### config.mk
export PLATFORM = sky130hd
export DESIGN_NAME = certificate_entry_list_deframer_core_flat
export DESIGN_NICKNAME = d
export VERILOG_FILES = /design/src/rtl/core/celd_pkg.sv /design/src/rtl/core/celd_channels.sv /design/src/rtl/core/celd_parser.sv /design/src/rtl/core/celd_result_fifo.sv /design/src/rtl/core/certificate_entry_list_deframer_core.sv /design/src/flat_wrapper.sv
export VERILOG_INCLUDE_DIRS = /design/src /design/src/rtl/core
export SDC_FILE = /design/constraint.sdc
export NUM_CORES = 1
export LEC_CHECK = 0
export BUFFER_PORTS_ARGS = -buffer_cell sky130_fd_sc_hd__buf_4
export CAP_MARGIN = 5
export CORE_MARGIN = 5
export CORE_UTILIZATION = 60
export CTS_CLUSTER_SIZE = 14
export DETAILED_ROUTE_END_ITERATION = 6
export PLACE_DENSITY = 0.78
export SYNTH_ARGS = -nofsm -noshare
export SYNTH_HDL_FRONTEND = slang
export SYNTH_SLANG_ARGS = --single-unit
### constraint.sdc
create_clock -name clk -period 4.7 [get_ports clk]
set_input_delay 0.47 -clock clk [delete_from_list [all_inputs] [get_ports clk]]
set_output_delay 0.47 -clock clk [all_outputs]
set_load 0.05 [all_outputs]
### src/rtl/core/certificate_entry_list_deframer_core_assert.svh
// assertion macros for the certificate entry list deframer
`ifndef CERTIFICATE_ENTRY_LIST_DEFRAMER_CORE_ASSERT_SVH
`define CERTIFICATE_ENTRY_LIST_DEFRAMER_CORE_ASSERT_SVH

`ifndef SYNTHESIS
// property must hold at every rising clock edge out of reset
`define CELD_ASSERT(label, clk, rst_n, prop, msg) \
    label: assert property (@(posedge clk) disable iff (!rst_n) prop) else $error(msg);
// condition must never be seen at a rising clock edge out of reset
`define CELD_ASSERT_NEVER(label, clk, rst_n, cond, msg) \
    label: assert property (@(posedge clk) disable iff (!rst_n) !(cond)) else $error(msg);
`else
`define CELD_ASSERT(label, clk, rst_n, prop, msg)
`define CELD_ASSERT_NEVER(label, clk, rst_n, cond, msg)
`endif

`endif

### src/rtl/core/celd_pkg.sv
`timescale 1ns / 1ps
`default_nettype none

package celd_pkg;

    localparam int MAX_ENTRIES    = 8;
    localparam int MAX_CERT_BYTES = 16384;

    // parse phases
    localparam logic [2:0] PH_LEN0 = 3'd0;
    localparam logic [2:0] PH_LEN1 = 3'd1;
    localparam logic [2:0] PH_LEN2 = 3'd2;
    localparam logic [2:0] PH_BODY = 3'd3;
    localparam logic [2:0] PH_EXT0 = 3'd4;
    localparam logic [2:0] PH_EXT1 = 3'd5;

    // alert codes
    localparam logic [1:0] ALERT_NONE      = 2'd0;
    localparam logic [1:0] ALERT_BAD_CERT  = 2'd1;
    localparam logic [1:0] ALERT_UNSUP_EXT = 2'd2;

    // result kinds
    localparam logic KIND_ENTRY   = 1'b0;
    localparam logic KIND_VERDICT = 1'b1;

    // result queue
    localparam int FIFO_DEPTH = 4;
    localparam int FIFO_AW    = $clog2(FIFO_DEPTH);
    localparam int FIFO_CW    = FIFO_AW + 1;

    typedef struct packed {
        logic        result_kind;
        logic [7:0]  entry_index;
        logic [23:0] cert_offset;
        logic [23:0] cert_length;
        logic        status;
        logic [1:0]  alert_code;
        logic [7:0]  entry_count;
        logic        last_result;
    } result_t;

    // zero, one or two results produced by one accepted request
    typedef struct packed {
        logic [1:0] count;
        result_t    first;
        result_t    second;
    } push_t;

endpackage

`default_nettype wire

### src/rtl/core/celd_channels.sv
`timescale 1ns / 1ps
`default_nettype none

interface celd_byte_if;
    logic       valid;
    logic       ready;
    logic [7:0] data_byte;
    logic       byte_present;
    logic       end_of_list;

    modport source (output valid, data_byte, byte_present, end_of_list, input ready);
    modport sink (input valid, data_byte, byte_present, end_of_list, output ready);
endinterface

interface celd_result_if;
    logic        valid;
    logic        ready;
    logic        result_kind;
    logic [7:0]  entry_index;
    logic [23:0] cert_offset;
    logic [23:0] cert_length;
    logic        status;
    logic [1:0]  alert_code;
    logic [7:0]  entry_count;
    logic        last_result;

    modport source (output valid, result_kind, entry_index, cert_offset, cert_length,
                    status, alert_code, entry_count, last_result, input ready);
    modport sink (input valid, result_kind, entry_index, cert_offset, cert_length,
                  status, alert_code, entry_count, last_result, output ready);
endinterface

`default_nettype wire

### src/rtl/core/celd_parser.sv
`timescale 1ns / 1ps
`default_nettype none

module celd_parser (
    input  wire logic           clk,
    input  wire logic           rst_n,
    input  wire logic           accept,
    input  wire logic [7:0]     data_byte,
    input  wire logic           byte_present,
    input  wire logic           end_of_list,
    output celd_pkg::push_t     push
);

    logic [2:0]  phase_reg,      phase_next;
    logic [23:0] len_acc_reg,    len_acc_next;
    logic [23:0] body_rem_reg,   body_rem_next;
    logic [7:0]  ext_hi_reg,     ext_hi_next;
    logic [7:0]  entries_reg,    entries_next;
    logic [23:0] pos_reg,        pos_next;
    logic [23:0] body_start_reg, body_start_next;
    logic [1:0]  alert_reg,      alert_next;

    logic [23:0]         acc_shift;
    logic                entry_done;
    logic [1:0]          verdict_alert;
    logic [7:0]          verdict_count;
    celd_pkg::result_t   entry_res;
    celd_pkg::result_t   verdict_res;

    assign acc_shift = {len_acc_reg[15:0], data_byte};

    always_comb
    begin
        phase_next      = phase_reg;
        len_acc_next    = len_acc_reg;
        body_rem_next   = body_rem_reg;
        ext_hi_next     = ext_hi_reg;
        entries_next    = entries_reg;
        pos_next        = pos_reg;
        body_start_next = body_start_reg;
        alert_next      = alert_reg;
        entry_done      = 1'b0;
        verdict_alert   = celd_pkg::ALERT_NONE;
        verdict_count   = 8'd0;

        if (accept && byte_present)
        begin
            pos_next = pos_reg + 24'd1;
            if (alert_reg == celd_pkg::ALERT_NONE)
            begin
                unique case (phase_reg)
                    celd_pkg::PH_LEN0:
                    begin
                        if (entries_reg >= 8'(celd_pkg::MAX_ENTRIES))
                            alert_next = celd_pkg::ALERT_BAD_CERT;
                        else
                        begin
                            len_acc_next = {16'd0, data_byte};
                            phase_next   = celd_pkg::PH_LEN1;
                        end
                    end
                    celd_pkg::PH_LEN1:
                    begin
                        len_acc_next = acc_shift;
                        phase_next   = celd_pkg::PH_LEN2;
                    end
                    celd_pkg::PH_LEN2:
                    begin
                        len_acc_next = acc_shift;
                        if (acc_shift == 24'd0 || acc_shift > 24'(celd_pkg::MAX_CERT_BYTES))
                            alert_next = celd_pkg::ALERT_BAD_CERT;
                        else
                        begin
                            body_rem_next   = acc_shift;
                            body_start_next = pos_next;
                            phase_next      = celd_pkg::PH_BODY;
                        end
                    end
                    celd_pkg::PH_BODY:
                    begin
                        body_rem_next = body_rem_reg - 24'd1;
                        if (body_rem_reg == 24'd1)
                            phase_next = celd_pkg::PH_EXT0;
                    end
                    celd_pkg::PH_EXT0:
                    begin
                        ext_hi_next = data_byte;
                        phase_next  = celd_pkg::PH_EXT1;
                    end
                    celd_pkg::PH_EXT1:
                    begin
                        if (ext_hi_reg != 8'd0 || data_byte != 8'd0)
                            alert_next = celd_pkg::ALERT_UNSUP_EXT;
                        else
                        begin
                            entry_done   = 1'b1;
                            entries_next = entries_reg + 8'd1;
                            phase_next   = celd_pkg::PH_LEN0;
                        end
                    end
                    default:
                        phase_next = celd_pkg::PH_LEN0;
                endcase
            end
        end

        if (accept && end_of_list)
        begin
            // truncated entry or empty list
            verdict_alert = alert_next;
            if (alert_next == celd_pkg::ALERT_NONE &&
                (phase_next != celd_pkg::PH_LEN0 || entries_next == 8'd0))
                verdict_alert = celd_pkg::ALERT_BAD_CERT;
            verdict_count = entries_next;
            // back to reset for the next list
            phase_next      = celd_pkg::PH_LEN0;
            len_acc_next    = 24'd0;
            body_rem_next   = 24'd0;
            ext_hi_next     = 8'd0;
            entries_next    = 8'd0;
            pos_next        = 24'd0;
            body_start_next = 24'd0;
            alert_next      = celd_pkg::ALERT_NONE;
        end
    end

    always_comb
    begin
        entry_res             = '0;
        entry_res.result_kind = celd_pkg::KIND_ENTRY;
        entry_res.entry_index = entries_reg;
        entry_res.cert_offset = body_start_reg;
        entry_res.cert_length = len_acc_reg;
        entry_res.last_result = !end_of_list;

        verdict_res             = '0;
        verdict_res.result_kind = celd_pkg::KIND_VERDICT;
        verdict_res.status      = (verdict_alert != celd_pkg::ALERT_NONE);
        verdict_res.alert_code  = verdict_alert;
        verdict_res.entry_count = verdict_count;
        verdict_res.last_result = 1'b1;

        push.first  = entry_done ? entry_res : verdict_res;
        push.second = verdict_res;
        push.count  = 2'(entry_done) + 2'(accept && end_of_list);
    end

    always_ff @(posedge clk or negedge rst_n)
    begin
        if (!rst_n)
        begin
            phase_reg      <= celd_pkg::PH_LEN0;
            len_acc_reg    <= 24'd0;
            body_rem_reg   <= 24'd0;
            ext_hi_reg     <= 8'd0;
            entries_reg    <= 8'd0;
            pos_reg        <= 24'd0;
            body_start_reg <= 24'd0;
            alert_reg      <= celd_pkg::ALERT_NONE;
        end
        else
        begin
            phase_reg      <= phase_next;
            len_acc_reg    <= len_acc_next;
            body_rem_reg   <= body_rem_next;
            ext_hi_reg     <= ext_hi_next;
            entries_reg    <= entries_next;
            pos_reg        <= pos_next;
            body_start_reg <= body_start_next;
            alert_reg      <= alert_next;
        end
    end

endmodule

`default_nettype wire

### src/rtl/core/celd_result_fifo.sv
`timescale 1ns / 1ps
`default_nettype none

`include "certificate_entry_list_deframer_core_assert.svh"

module celd_result_fifo (
    input  wire logic              clk,
    input  wire logic              rst_n,
    input  wire celd_pkg::push_t   push,
    input  wire logic              pop,
    output celd_pkg::result_t      head,
    output logic                   not_empty,
    output logic                   room
);

    localparam int AW = celd_pkg::FIFO_AW;
    localparam int CW = celd_pkg::FIFO_CW;

    localparam logic [CW-1:0] DEPTH_CNT = CW'(celd_pkg::FIFO_DEPTH);

    celd_pkg::result_t mem [celd_pkg::FIFO_DEPTH];

    logic [AW-1:0] wr_ptr_reg, wr_ptr_next;
    logic [AW-1:0] rd_ptr_reg, rd_ptr_next;
    logic [CW-1:0] count_reg,  count_next;

    // assertion helpers
    logic          pushing;
    logic          one_pop;
    logic [CW-1:0] count_dec;

    assign head      = mem[rd_ptr_reg];
    assign not_empty = (count_reg != CW'(0));
    // room for the worst case of two results from one request
    assign room      = (count_reg <= CW'(celd_pkg::FIFO_DEPTH - 2));

    assign pushing   = (push.count != 2'd0);
    assign one_pop   = pop && !pushing;
    assign count_dec = count_reg - CW'(1);

    always_comb
    begin
        wr_ptr_next = wr_ptr_reg + AW'(push.count);
        rd_ptr_next = rd_ptr_reg + AW'(pop);
        count_next  = count_reg + CW'(push.count) - CW'(pop);
    end

    always_ff @(posedge clk)
    begin
        if (push.count != 2'd0)
            mem[wr_ptr_reg] <= push.first;
        if (push.count == 2'd2)
            mem[wr_ptr_reg + AW'(1)] <= push.second;
    end

    always_ff @(posedge clk or negedge rst_n)
    begin
        if (!rst_n)
        begin
            wr_ptr_reg <= '0;
            rd_ptr_reg <= '0;
            count_reg  <= '0;
        end
        else
        begin
            wr_ptr_reg <= wr_ptr_next;
            rd_ptr_reg <= rd_ptr_next;
            count_reg  <= count_next;
        end
    end

    `CELD_ASSERT(a_push_has_room, clk, rst_n, pushing |-> room, "results pushed without room")
    `CELD_ASSERT_NEVER(a_count_bound, clk, rst_n, count_reg > DEPTH_CNT, "result queue overflow")
    `CELD_ASSERT(a_pop_drain, clk, rst_n, one_pop |=> (count_reg == $past(count_dec)), "pop lost")

endmodule

`default_nettype wire

### src/rtl/core/certificate_entry_list_deframer_core.sv
`timescale 1ns / 1ps
`default_nettype none

// certificate entry list deframer
// stream: one request per list byte (data_byte with byte_present), or a bare
//   end_of_list request; end_of_list marks the final request of a list and
//   any byte on it is taken before the verdict
// result: an entry result when an entry's extensions length completes at zero,
//   and a verdict result on end_of_list; last_result marks the final result
//   of a request, which can cause up to two
// one request is accepted per cycle while the result queue has room; each is
//   resolved in the cycle it is accepted by the phase logic, and its results
//   are written into a four-deep result queue
// stream.ready drops only when the result queue lacks room for two results,
//   which happens only when the receiver holds result.ready low
// a stalled receiver simply backs up into the queue; nothing is dropped
// reset clears the parse state and empties the queue; after every verdict the
//   parse state returns to its reset value for the next list
module certificate_entry_list_deframer_core (
    input wire logic       clk,
    input wire logic       rst_n,
    celd_byte_if.sink      stream,
    celd_result_if.source  result
);

    logic              accept;
    logic              pop;
    logic              room;
    logic              not_empty;
    celd_pkg::push_t   push;
    celd_pkg::result_t head;

    // request handshake
    assign stream.ready = room;
    assign accept       = stream.valid && stream.ready;

    // phase tracking, length capture and verdict
    celd_parser u_parser (
        .clk          (clk),
        .rst_n        (rst_n),
        .accept       (accept),
        .data_byte    (stream.data_byte),
        .byte_present (stream.byte_present),
        .end_of_list  (stream.end_of_list),
        .push         (push)
    );

    // result queue decouples the receiver from the byte stream
    celd_result_fifo u_fifo (
        .clk       (clk),
        .rst_n     (rst_n),
        .push      (push),
        .pop       (pop),
        .head      (head),
        .not_empty (not_empty),
        .room      (room)
    );

    assign result.valid       = not_empty;
    assign pop                = result.valid && result.ready;
    assign result.result_kind = head.result_kind;
    assign result.entry_index = head.entry_index;
    assign result.cert_offset = head.cert_offset;
    assign result.cert_length = head.cert_length;
    assign result.status      = head.status;
    assign result.alert_code  = head.alert_code;
    assign result.entry_count = head.entry_count;
    assign result.last_result = head.last_result;

endmodule

`default_nettype wire

### src/flat_wrapper.sv
// flat-port wrapper written by rule: the top's interface ports become plain ports
module certificate_entry_list_deframer_core_flat 
  (clk, rst_n, stream_valid, stream_data_byte, stream_byte_present, stream_end_of_list, stream_ready, result_valid, result_result_kind, result_entry_index, result_cert_offset, result_cert_length, result_status, result_alert_code, result_entry_count, result_last_result, result_ready);
  celd_byte_if stream_i ();
  celd_result_if result_i ();
  input wire logic clk;
  input wire logic rst_n;
  input wire logic [$bits(stream_i.valid)-1:0] stream_valid;
  input wire logic [$bits(stream_i.data_byte)-1:0] stream_data_byte;
  input wire logic [$bits(stream_i.byte_present)-1:0] stream_byte_present;
  input wire logic [$bits(stream_i.end_of_list)-1:0] stream_end_of_list;
  output wire logic [$bits(stream_i.ready)-1:0] stream_ready;
  output wire logic [$bits(result_i.valid)-1:0] result_valid;
  output wire logic [$bits(result_i.result_kind)-1:0] result_result_kind;
  output wire logic [$bits(result_i.entry_index)-1:0] result_entry_index;
  output wire logic [$bits(result_i.cert_offset)-1:0] result_cert_offset;
  output wire logic [$bits(result_i.cert_length)-1:0] result_cert_length;
  output wire logic [$bits(result_i.status)-1:0] result_status;
  output wire logic [$bits(result_i.alert_code)-1:0] result_alert_code;
  output wire logic [$bits(result_i.entry_count)-1:0] result_entry_count;
  output wire logic [$bits(result_i.last_result)-1:0] result_last_result;
  input wire logic [$bits(result_i.ready)-1:0] result_ready;
  assign stream_i.valid = stream_valid;
  assign stream_i.data_byte = stream_data_byte;
  assign stream_i.byte_present = stream_byte_present;
  assign stream_i.end_of_list = stream_end_of_list;
  assign stream_ready = stream_i.ready;
  assign result_valid = result_i.valid;
  assign result_result_kind = result_i.result_kind;
  assign result_entry_index = result_i.entry_index;
  assign result_cert_offset = result_i.cert_offset;
  assign result_cert_length = result_i.cert_length;
  assign result_status = result_i.status;
  assign result_alert_code = result_i.alert_code;
  assign result_entry_count = result_i.entry_count;
  assign result_last_result = result_i.last_result;
  assign result_i.ready = result_ready;
  certificate_entry_list_deframer_core u_core (.clk(clk), .rst_n(rst_n), .stream(stream_i), .result(result_i));
endmodule
==> impl_metrics.toml <==
[floorplan]
core_um2 = 28700
rows = 62
start_util_pct = 60.72
fp.dieH_um = 180.4
die_x_um = 180.4
ios = 85
die_area_um2 = 32560

[pwr]
p_leak_nw = 7.881
power.total_mw = 10.58
ir_drop_mv = 0.3932
powerDensity_nw_per_um2 = 544.2

[sta]
slew-limit-headroom_pct = 25.24
slew_violations = 0
period_minus_slack_ns = 3.996
finalHoldViolations = 0
holdWs_ns = 0.1886
fin_skew_ns = 0.02376
timing.fmax_mhz = 250.2
layout_setup_ws_ns = 0.7039
worst_pin_slew_ns = 1.111
rsz0062_at_grt = "no"
finalSetupViolations = 0
setup_tns_ns = 0
fin_crit_sh_pct = 85.02

[placement]
hpwl_um = 26350
place_ws_ns = 0.6441
place_inst = 1854
gp_congestion = 0.8834
numPortBuffers = 84

[routing]
drtIter0Drc = 1207
wl_met2_um = 20680
ant_nets = 0
drc_errors = 0
top_layer_used = "met4"
dr.pass1.iters = 5
via_count = 12680
wl_met1_um = 18490
drt-wirelength-per-cell_um = 22.51
post_drt_via_cell_ratio = 6.565
drt_wl_total_um = 43470
met3_length_um = 3201

[synth]
synth_edf_count = 44
synth_area_um2 = 17430
ys_types = 71
synth_warnings = 0
syn-num-nets = 1518
ys_seq_elements = 400
syn_inst = 1491
syn_avg_cell_area_um2 = 11.69
async_flop_share_pct = 31.00
ys.flop_type = "dfxtp_1"
ys_seq_area_share_pct = 52.03

[finish]
area_growth_pct = 11.56
top_register = "u_core.u_fifo.mem"
largest_reg_flops = 276
fin_cells = 1931
drive_gt1_share_pct = 18.03
final_nets = 1541
antenna_cells = 0

[cts]
cts_inserted_buffers = 41
clkTransAtPathRegs_ns = 0.06
cts_max_level = 2
ctsResizeCount = 0
cts_setup_buffers = 0
clock_latency_ns = 0.55
cts-root-buf = "clkbuf_16"
hold_buffers = 1
clockBufferDepth = 3
cts_tree = "yes"
cts.sinks = 400

[worst_setup_path]
arrival_ns = 4.37
critPathMaxStageDelay_ns = 0.60
cp-end-kind = "flop"
crit_type = "flop to flop"
cpMaxStageDelayCell = "or3_1"
cp.required_ns = 5.08
path_buf_inv = 0
cp-start-kind = "flop"
cp_max_fo = 17
crit_chain = "nor4b_1, nand4_1, or3_1, ha_1, nor2_1, a21boi_4, a2111oi_0, a32oi_1, o21ai_0"
path_delay_family = "simple AND/OR/NAND/NOR gates"

[hold_path]
hold_path.class = "input pin to flop"

[global_route]
grt_pass1_vias = 12850
grt_max_degree = 92
track_usage_pct = 26.58
antenna_found_initial = 0
grt-ovfl-total = 0
grt_first_pass_wirelength_um = 71090

[run_status]
status = "completed"

[run]
maxCapViolations = 0
layout make-up:
type,instances,area (um2)
Clock inverter,14,130.1
Clock buffer,62,1201
Tap cell,384,480.5
Timing Repair Buffer,113,850.8
Fill cell,2090,9259
Multi-Input combinational cell,934,7615
Inverter,24,90.09
Sequential cell,400,9076
cell usage in the layout, fill, tap and decap left out, drive strengths merged, types with 4 or more instances in the layout:
cell type and instances:
ha 12, edfxtp 44, buf 112, clkbuf 62, inv 27, nor2 140, nand3 43, and2 9
mux2i 22, nand2b 10, nand4 13, xnor2 34, a2111oi 4, nand2 67, a21oi 31, o2bb2ai 16
dfxtp 232, a31oi 7, nor3 19, and4 4, a22o 241, o21ai 29, a32oi 6, xor2 21
a21o 7, and3 11, dfrtp 124, a211oi 26, or2 6, nor4 27, o31ai 12, clkinv 9
or3 12, mux4 69, nor3b 5
synthesized netlist by cell type, types with 16 or more instances:
library cell,n,share of area (%)
dfxtp_1,232,27
nor4_1,18,0.65
nand2_1,67,1.4
buf_1,16,0.34
nor2_1,140,3.0
dfrtp_1,124,18
clkbuf_1,68,1.5
edfxtp_1,44,7.6
nand3_1,43,1.2
a21oi_1,29,0.83
o21ai_0,28,0.80
buf_6,18,1.2
mux4_2,69,8.9
mux2i_1,22,1.3
a22o_1,241,12
xor2_1,21,1.1
a211oi_1,26,1.1
xnor2_1,34,1.7
nor3_1,16,0.46
inv_1,23,0.50
o2bb2ai_1,16,0.80
buf_2,23,0.66
through the flow:
stage	area [um2]	utilization (%)
4_1_cts	19440	67.74
6_report	19440	67.74
5_1_grt	19440	67.74
2_1_floorplan	17430	-
3_3_place_gp	18100	63.07
3_5_place_dp	18100	63.07
path summary, 6_finish.rpt:
path                                              startpoint                         endpoint  slack (ns)  cells past startpoint
worst max-delay path            u_core.u_parser.phase_reg[1]          u_core.u_fifo.mem[0][9]        0.70                      9
worst min register to register      u_core.u_fifo.mem[2][68]         u_core.u_fifo.mem[2][68]        0.47                      2
worst min-delay path                      stream_end_of_list          u_core.u_fifo.mem[2][0]        0.19                      2
worst max register to register  u_core.u_parser.phase_reg[1]          u_core.u_fifo.mem[0][9]        0.70                      9
min in group asynchronous                              rst_n  u_core.u_parser.body_rem_reg[9]        0.47                      2
max in group asynchronous                              rst_n      u_core.u_fifo.rd_ptr_reg[0]        3.21                      3
power breakdown:
part           internal [mW]  switching, mW
combinational          0.988           1.82
clock                   1.84           1.36
sequential              3.83          0.743
total                   6.66           3.92
layer usage:
layer,vias to the layer above,global-route usage [%]
li1,5692,-
met1,6367,37.51
met2,532,42.94
met3,86,4.501
met4,0,7.683
met5,-,0
logic make-up after synthesis:
logic type               Yosys count  share of synthesized area, %
XOR/XNOR                          55                         2.764
buffers and inverters            157                         4.479
multiplexers                      92                         10.24
AO/OA/AOI/OAI                    400                         18.47
AND/OR/NAND/NOR                  374                         11.03
adder cells (fa/ha/maj)           13                        0.9763
flip-flops                       400                         52.03
worst reg2reg max path, cell delays in order, from the launching register on:
cell       delay (ns)
dfrtp_1          0.56
nor4b_1          0.42
nand4_1          0.18
or3_1            0.60
ha_1             0.52
nor2_1           0.59
a21boi_4         0.23
a2111oi_0        0.50
a32oi_1          0.10
o21ai_0          0.14
Power figures use the tool's default switching activity.
